File: src/design/char_ring_frame_packetizer_defines.svh
// ----------------------------------------------------------------------------
// Console packetizer assertion macros
// Shared property wrappers for the console character packetizer checks.
// ----------------------------------------------------------------------------
`ifndef CHAR_RING_FRAME_PACKETIZER_DEFINES_SVH
`define CHAR_RING_FRAME_PACKETIZER_DEFINES_SVH

// Checks that a condition implies another one in the same cycle.
`define CRFP_ASSERT_SAME(label, ante, cons, msg) \
  label: assert property (@(posedge clk) disable iff (rst) (ante) |-> (cons)) \
    else $error(msg);

// Checks that a condition implies another one in the following cycle.
`define CRFP_ASSERT_NEXT(label, ante, cons, msg) \
  label: assert property (@(posedge clk) disable iff (rst) (ante) |=> (cons)) \
    else $error(msg);

`endif

File: src/design/crfp_pkg.sv
// ----------------------------------------------------------------------------
// Console packetizer package
// Types, constants and ring helpers for the console character packetizer.
// ----------------------------------------------------------------------------
`timescale 1ns / 1ps

package crfp_pkg;

  // Ring and frame geometry.
  localparam int BUFFER_DEPTH = 128;
  localparam int PTR_W        = $clog2(BUFFER_DEPTH);
  localparam int FRAME_BYTES  = 8;
  localparam int IDX_W        = (FRAME_BYTES > 1) ? $clog2(FRAME_BYTES) : 1;
  localparam int LEN_W        = 4;
  localparam int PAYLOAD_W    = 64;
  localparam int RESULT_CAP   = 16;
  localparam int CNT_W        = $clog2(RESULT_CAP + 1);

  localparam logic [7:0] NEWLINE_CHAR = 8'd10;
  localparam logic [7:0] LIMIT_RESET  = 8'd100;
  localparam logic [7:0] NL_MAX       = 8'hff;

  // Command codes carried by an input request.
  typedef enum logic [1:0] {
    CMD_PUT    = 2'd0,
    CMD_POLL   = 2'd1,
    CMD_ENABLE = 2'd2
  } cmd_t;

  // Sequencer states.
  typedef enum logic [2:0] {
    ST_IDLE,
    ST_EXEC,
    ST_CHECK,
    ST_READ,
    ST_TAKE,
    ST_SEND
  } state_t;

  typedef struct packed {
    logic [1:0] command;
    logic [7:0] char_byte;
    logic [7:0] requester_address;
    logic       link_ready;
    logic       bus_ok;
  } in_item_t;

  typedef struct packed {
    logic [7:0]           frame_dest;
    logic [LEN_W-1:0]     payload_length;
    logic [PAYLOAD_W-1:0] payload;
    logic                 last_frame;
  } out_item_t;

  // Advances a ring pointer with wrap at the buffer depth.
  function automatic logic [PTR_W-1:0] ring_next(input logic [PTR_W-1:0] ptr);
    if (ptr == PTR_W'(BUFFER_DEPTH - 1)) begin
      return '0;
    end
    return ptr + PTR_W'(1);
  endfunction

  // Number of bytes held between the read and write pointers.
  function automatic logic [PTR_W-1:0] ring_fill(input logic [PTR_W-1:0] wr,
                                                 input logic [PTR_W-1:0] rd);
    logic [PTR_W:0] sum;
    sum = {1'b0, wr} + (PTR_W + 1)'(BUFFER_DEPTH) - {1'b0, rd};
    if (wr >= rd) begin
      return wr - rd;
    end
    return sum[PTR_W-1:0];
  endfunction

endpackage

File: src/design/char_ring_frame_packetizer.sv
// ----------------------------------------------------------------------------
// Console character packetizer
// Buffers console characters in a ring and cuts them into frames of up to
// eight bytes for the active session destination.
// ----------------------------------------------------------------------------
//
//  Channel   Signals                      Direction  Content
//  in        in_valid/in_ready/in_data    sink       command and character
//  out       out_valid/out_ready/out_data source     up to 16 frames per request
//  cfg       cfg_valid/cfg_ready/cfg_data sink       session frame limit
//
// One request at a time: accept, a decode (exec) state, then a check state before
// the first frame. Each frame reads each byte through the ring memory's
// registered read port in a read state and a take state, then passes a check
// state and a send state. A dropped request, an enable, or a poll with no retry
// pending returns to idle from the exec state.
// Reset (rst, synchronous) empties the ring, closes the session and loads a
// frame limit of 100. The ring memory is not cleared.
// A stalled out_ready holds the sequencer in the send state with the frame.
`timescale 1ns / 1ps
`include "char_ring_frame_packetizer_defines.svh"

module char_ring_frame_packetizer (
  input  logic               clk,
  input  logic               rst,
  input  logic               in_valid,
  output logic               in_ready,
  input  crfp_pkg::in_item_t in_data,
  output logic               out_valid,
  input  logic               out_ready,
  output crfp_pkg::out_item_t out_data,
  input  logic               cfg_valid,
  output logic               cfg_ready,
  input  logic [7:0]         cfg_data
);
  import crfp_pkg::*;

  state_t               state;
  state_t               state_next;
  in_item_t             req_q;
  out_item_t            out_q;
  logic [7:0]           mem [BUFFER_DEPTH];
  logic [7:0]           mem_q;
  logic [PTR_W-1:0]     write_index;
  logic [PTR_W-1:0]     read_index;
  logic [7:0]           newline_count;
  logic                 retry_pending;
  logic [7:0]           session_dest;
  logic [7:0]           frames_remaining;
  logic [7:0]           frame_limit;
  logic [CNT_W-1:0]     sent_count;
  logic [IDX_W-1:0]     byte_idx;
  logic [LEN_W-1:0]     frame_len;
  logic [PAYLOAD_W-1:0] asm_payload;
  logic                 frame_pending;
  logic                 more_frames;

  logic [PTR_W-1:0]     fill;
  logic                 put_ok;
  logic                 put_we;
  logic [7:0]           nl_after_put;
  logic                 put_flush;
  logic                 fl_empty;
  logic                 fl_short;
  logic                 fl_emit;
  logic [LEN_W-1:0]     next_len;
  logic                 take_last;
  logic [PAYLOAD_W-1:0] asm_next;
  logic [7:0]           frames_dec;

  // Ring occupancy and the put-character decision.
  always_comb begin
    fill         = ring_fill(write_index, read_index);
    put_ok       = (session_dest != 8'd0) && req_q.bus_ok &&
                   (fill != PTR_W'(BUFFER_DEPTH - 1));
    put_we       = (state == ST_EXEC) && (req_q.command == CMD_PUT) && put_ok;
    nl_after_put = newline_count;
    if (req_q.char_byte == NEWLINE_CHAR && newline_count != NL_MAX) begin
      nl_after_put = newline_count + 8'd1;
    end
    put_flush = (fill >= PTR_W'(FRAME_BYTES - 1)) || (nl_after_put != 8'd0);
  end

  // Flush decision for the next frame.
  always_comb begin
    fl_empty = (fill == '0);
    fl_short = (fill < PTR_W'(FRAME_BYTES)) && (newline_count == 8'd0);
    fl_emit  = !fl_empty && !fl_short && req_q.link_ready &&
               (sent_count < CNT_W'(RESULT_CAP));
    next_len = (fill >= PTR_W'(FRAME_BYTES)) ? LEN_W'(FRAME_BYTES) : LEN_W'(fill);
  end

  // Byte assembly for the frame being read out of the ring.
  always_comb begin
    asm_next = asm_payload;
    asm_next[{byte_idx, 3'b000} +: 8] = mem_q;
    take_last  = (LEN_W'(byte_idx) == frame_len - LEN_W'(1));
    frames_dec = frames_remaining - 8'd1;
  end

  // Next state.
  always_comb begin
    state_next = state;
    case (state)
      ST_IDLE: begin
        if (in_valid) begin
          state_next = ST_EXEC;
        end
      end
      ST_EXEC: begin
        case (req_q.command)
          CMD_PUT:  state_next = (put_ok && put_flush) ? ST_CHECK : ST_IDLE;
          CMD_POLL: state_next = retry_pending ? ST_CHECK : ST_IDLE;
          default:  state_next = ST_IDLE;
        endcase
      end
      ST_CHECK: begin
        if (frame_pending) begin
          state_next = ST_SEND;
        end else if (fl_emit) begin
          state_next = ST_READ;
        end else begin
          state_next = ST_IDLE;
        end
      end
      ST_READ: state_next = ST_TAKE;
      ST_TAKE: state_next = take_last ? ST_CHECK : ST_READ;
      ST_SEND: begin
        if (out_ready) begin
          state_next = more_frames ? ST_READ : ST_IDLE;
        end
      end
      default: state_next = ST_IDLE;
    endcase
  end

  // Handshake outputs.
  always_comb begin
    in_ready  = (state == ST_IDLE);
    out_valid = (state == ST_SEND);
    cfg_ready = 1'b1;
    out_data  = out_q;
  end

  // Ring memory with a registered read port at the read pointer.
  always_ff @(posedge clk) begin
    if (put_we) begin
      mem[write_index] <= req_q.char_byte;
    end
    mem_q <= mem[read_index];
  end

  // Sequencer and block state.
  always_ff @(posedge clk) begin
    if (rst) begin
      state            <= ST_IDLE;
      write_index      <= '0;
      read_index       <= '0;
      newline_count    <= 8'd0;
      retry_pending    <= 1'b0;
      session_dest     <= 8'd0;
      frames_remaining <= 8'd0;
      frame_limit      <= LIMIT_RESET;
      sent_count       <= '0;
      frame_pending    <= 1'b0;
      more_frames      <= 1'b0;
    end else begin
      state <= state_next;

      if (cfg_valid && cfg_ready) begin
        frame_limit <= cfg_data;
      end

      case (state)
        ST_IDLE: begin
          if (in_valid) begin
            req_q         <= in_data;
            sent_count    <= '0;
            frame_pending <= 1'b0;
          end
        end
        ST_EXEC: begin
          if (put_we) begin
            write_index   <= ring_next(write_index);
            newline_count <= nl_after_put;
          end
          if (req_q.command == CMD_ENABLE) begin
            session_dest     <= req_q.requester_address;
            frames_remaining <= frame_limit;
          end
        end
        ST_CHECK: begin
          // A held frame is the last one when no further frame follows.
          out_q.last_frame <= !fl_emit;
          frame_pending    <= 1'b0;
          more_frames      <= fl_emit;
          if (fl_emit) begin
            frame_len   <= next_len;
            byte_idx    <= '0;
            asm_payload <= '0;
          end else if (fl_empty) begin
            retry_pending <= 1'b0;
            newline_count <= 8'd0;
          end else if (fl_short) begin
            retry_pending <= 1'b0;
          end else begin
            retry_pending <= 1'b1;
          end
        end
        ST_TAKE: begin
          read_index  <= ring_next(read_index);
          asm_payload <= asm_next;
          byte_idx    <= byte_idx + IDX_W'(1);
          if (mem_q == NEWLINE_CHAR && newline_count != 8'd0) begin
            newline_count <= newline_count - 8'd1;
          end
          // Last byte: the frame is complete and spends one unit of budget.
          if (take_last) begin
            out_q.frame_dest     <= session_dest;
            out_q.payload_length <= frame_len;
            out_q.payload        <= asm_next;
            frames_remaining     <= frames_dec;
            if (frames_dec == 8'd0) begin
              session_dest <= 8'd0;
            end
            sent_count    <= sent_count + CNT_W'(1);
            frame_pending <= 1'b1;
          end
        end
        default: begin
        end
      endcase
    end
  end

  // Checks on the sequencer.
  `CRFP_ASSERT_SAME(a_no_overlap, out_valid, !in_ready, "frame shown while taking requests")
  `CRFP_ASSERT_SAME(a_frame_cap, out_valid,
    (sent_count != '0) && (sent_count <= CNT_W'(RESULT_CAP)),
    "frame count per request out of range")
  `CRFP_ASSERT_SAME(a_len_range, out_valid,
    (out_data.payload_length != '0) &&
    (out_data.payload_length <= LEN_W'(FRAME_BYTES)),
    "frame length out of range")
  `CRFP_ASSERT_NEXT(a_last_ends, out_valid && out_ready && out_data.last_frame, in_ready,
    "request not finished after its last frame")

endmodule
File: config.mk
export PLATFORM = sky130hd
export DESIGN_NAME = char_ring_frame_packetizer
export DESIGN_NICKNAME = d
export VERILOG_FILES = /design/src/design/crfp_pkg.sv /design/src/design/char_ring_frame_packetizer.sv
export VERILOG_INCLUDE_DIRS = /design/src /design/src/design
export SDC_FILE = /design/constraint.sdc
export NUM_CORES = 2
export LEC_CHECK = 0
export BUFFER_PORTS_ARGS = -buffer_cell sky130_fd_sc_hd__buf_4
export CAP_MARGIN = 20
export CORE_MARGIN = 4
export CORE_UTILIZATION = 45
export CTS_CLUSTER_DIAMETER = 100
export DETAILED_ROUTE_END_ITERATION = 10
export GPL_ROUTABILITY_DRIVEN = 1
export SYNTH_ARGS = -nofsm -noshare
export SYNTH_HDL_FRONTEND = slang
export SYNTH_SLANG_ARGS = --single-unit
File: constraint.sdc
create_clock -name clk -period 18.8 [get_ports clk]
set_input_delay 1.88 -clock clk [delete_from_list [all_inputs] [get_ports clk]]
set_output_delay 1.88 -clock clk [all_outputs]
set_load 0.01 [all_outputs]
==> results.ini <==
[global_route]
grt_max_degree=130
grt_use_met1_pct=29.21
grtUsageMet2_pct=31.59
grt_first_pass_wirelength_um=173400
grt_antenna_before_repair=2
grt-ovfl-total=0
grt_pass1_vias=25210
grt_use_met3_pct=3.841
grt_util_all_layers_pct=20.16
grt.busiest_layer=met2

[synth]
syn-num-nets=2541
synth_top_area_share_pct=71.93
synthXorXnorAreaFrac_pct=0.3696
ys_warn_count=0
synthMuxAreaShare_pct=16.63
yosys.area_share.adder_pct=0.4928
synth_area_mm2=0.04976
synth.area.top_cells=edfxtp_1, mux4_2, dfxtp_1, mux2_2, nor2_1
synthArstFlopShare_pct=0
ys_types=68
avgSynthCellArea_um2=19.99
synth_top_family_by_area=multiplexers
synth.ff_latch_count=1257
synth-compound-area-share_pct=1.843
synth_edf_count=1192
synthSimpleGateAreaFrac_pct=4.725
synthCells=2489
synthFlopType=edfxtp_1
synth_area_leader_cell=edfxtp_1
ys_seq_area_share_pct=74.55

[clocking]
cts_sinks=1257
ctsResizeCount=0
cts_root_buffer=clkbuf_16
cts_buffers=132
cts_tree=built
clk_transition_reported_paths_ps=60
hold_buffers=0
clk_latency_ps=720
ctsHtreeMaxLevel=4
cts_setup_buffers=0
clockBufferDepth=3

[setup_path]
critical_path_class=reg2reg
start_kind=register
critPathBufInv=1
crit_top_cell=nor2_1
max_stage_delay_ps=1050
required_ps=19140
endpoint_kind=register
cp_max_fo=72
slowest_stage=dfxtp_4
worstPathCellList=inv_1 -> ha_1 -> a211oi_1 -> nor2_1 -> a31o_2 -> nor2_1 -> o21a_1 -> nand3_2 -> nor2_1
arrival_ps=6160
critPathTopFamily=simple AND/OR/NAND/NOR gates

[final_layout]
antenna_cells=0
drive_gt1_share_pct=27.30
instances_no_fill=4205
synthToLayoutAreaGrowth_pct=13.33
fin_nets=2687
final_cell_mix=edfxtp_1, mux4_2, nor2_1
utilization_pct=51.59
layout_commonest_cell=edfxtp_1

[timing]
fin_setup_tns_ps=0
tightest_slew_ps=1157
setup-violations-final=0
finalClockSkew_ps=25.64
period_minus_slack_ps=5818
clock.fmax_mhz=171.9
rsz0062_at_grt=false
maxSlewHeadroom_pct=22.86
fin_crit_sh_pct=30.95
slew_viol_final=0
hold_viol=0

[floorplanning]
ios=113
die_y_um=340.5
die_w_um=340.5
row_count=121
dieArea_mm2=0.1160
core_mm2=0.1093
start_util_pct=45.52

[detailed_routing]
drc_errors=0
dr_total_vias=24720
viasPerCell=5.879
wire_per_inst_um=27.67
drt_iter0_drc=2789
ant_nets=0
wl_um=116300
drt_pass1_iterations=7

[placement]
numPlacedInstances=3976
gp_congestion=0.8823
portBuffers=111
dpl.hpwl_um=70380

[hold_path]
hold_path_class=reg2reg

[job]
drv_cap=0

[pwr]
p_leak_uw=0.01742
power_density_mw_per_mm2=100.4
peakVddDrop_v=0.00008037
total_power_uw=5659

[status]
run_status=complete, no violations

==> cells by family (layout without fill, tap and decap cells) <==
kind of cell / count (synthesis) / in the layout
buf+inv: 159 / 399
simple gates: 487 / 487
flops: 1257 / 1257
xor+xnor: 21 / 21
fa+ha+maj: 19 / 19
mux: 408 / 408
other cells: 1 / 1
compound gates: 137 / 137
==> where the power goes <==
part / switching (uW) / internal, uW / total (uW) / leakage [uW]
sequential: 4.29 / 3050 / 3060 / 0.0113
combinational: 47.8 / 13.9 / 61.7 / 0.00409
clock: 1050 / 1490 / 2540 / 0.00205
==> sequential cells by signal (all words and copies together) (netlist names) <==
register	flops
asm_payload	64
byte_idx	3
frame_len	4
frame_limit	8
frame_pending	1
frames_remaining	8
mem	1024
mem_q	8
more_frames	1
newline_count	8
out_data	77
read_index	7
req_q	20
retry_pending	1
sent_count	5
session_dest	8
state	3
write_index	7
==> worst reg2reg max path, delay by kind of cell, from the launching register on <==
kind                       cells  cell delay (ps)
DFF                            1             1050
AOI/OAI and AO/OA              3             1300
and+or+nand+nor                4             2130
adders and majority gates      1              520
buffers and inverters          1              440
==> metrics by stage <==
step                instance area, um2  hold slack, ps  setup slack [ps]
finish                           56400           461.6             12980
global route                     56400           485.6             12580
CTS                              56380           459.6             13030
detailed placement               52170           446.1             13030
global placement                 52170           450.5             13160
floorplan                        49760           431.4             10330
==> cell usage after synthesis (all sizes together), types with 10 or more instances <==
| cell type | number |
|---|---|
| a21oi | 28 |
| a221oi | 10 |
| a22oi | 12 |
| and2 | 70 |
| buf | 60 |
| clkbuf | 72 |
| dfxtp | 65 |
| edfxtp | 1192 |
| ha | 18 |
| inv | 27 |
| mux2 | 71 |
| mux4 | 328 |
| nand2 | 69 |
| nand3 | 31 |
| nand4 | 14 |
| nor2 | 211 |
| nor2b | 16 |
| nor3 | 15 |
| nor4 | 11 |
| o21ai | 31 |
| xnor2 | 12 |
==> path summary, 6_finish.rpt <==
kind | startpoint | to | slack (ps) | cells past startpoint
worst max-delay path | read_index[2] | mem[41][6] | 12980 | 9
worst min-delay path | session_dest[2] | out_data[71] | 460 | 0
worst max register to register | read_index[2] | mem[41][6] | 12980 | 9
worst min register to register | session_dest[2] | out_data[71] | 460 | 0
==> area by class of cell <==
class | count | area, um2
timing repair buffer | 144 | 1114
tap | 1476 | 1847
fill | 8572 | 52910
clock inverter | 64 | 670.6
inverter | 27 | 103.9
sequential | 1257 | 37110
multi-input combinational | 1073 | 12010
clock buffer | 164 | 3540
==> layer usage <==
layer  part of all wire, %  wire length, um  vias up
met4                   2.5             2942        0
li1                      -                -    10430
met5                     0                0        -
met3                   7.9             9211      164
met2                    47            55050     1104
met1                    42            49150    13020
No activity file was read; power rests on OpenSTA's default activity.
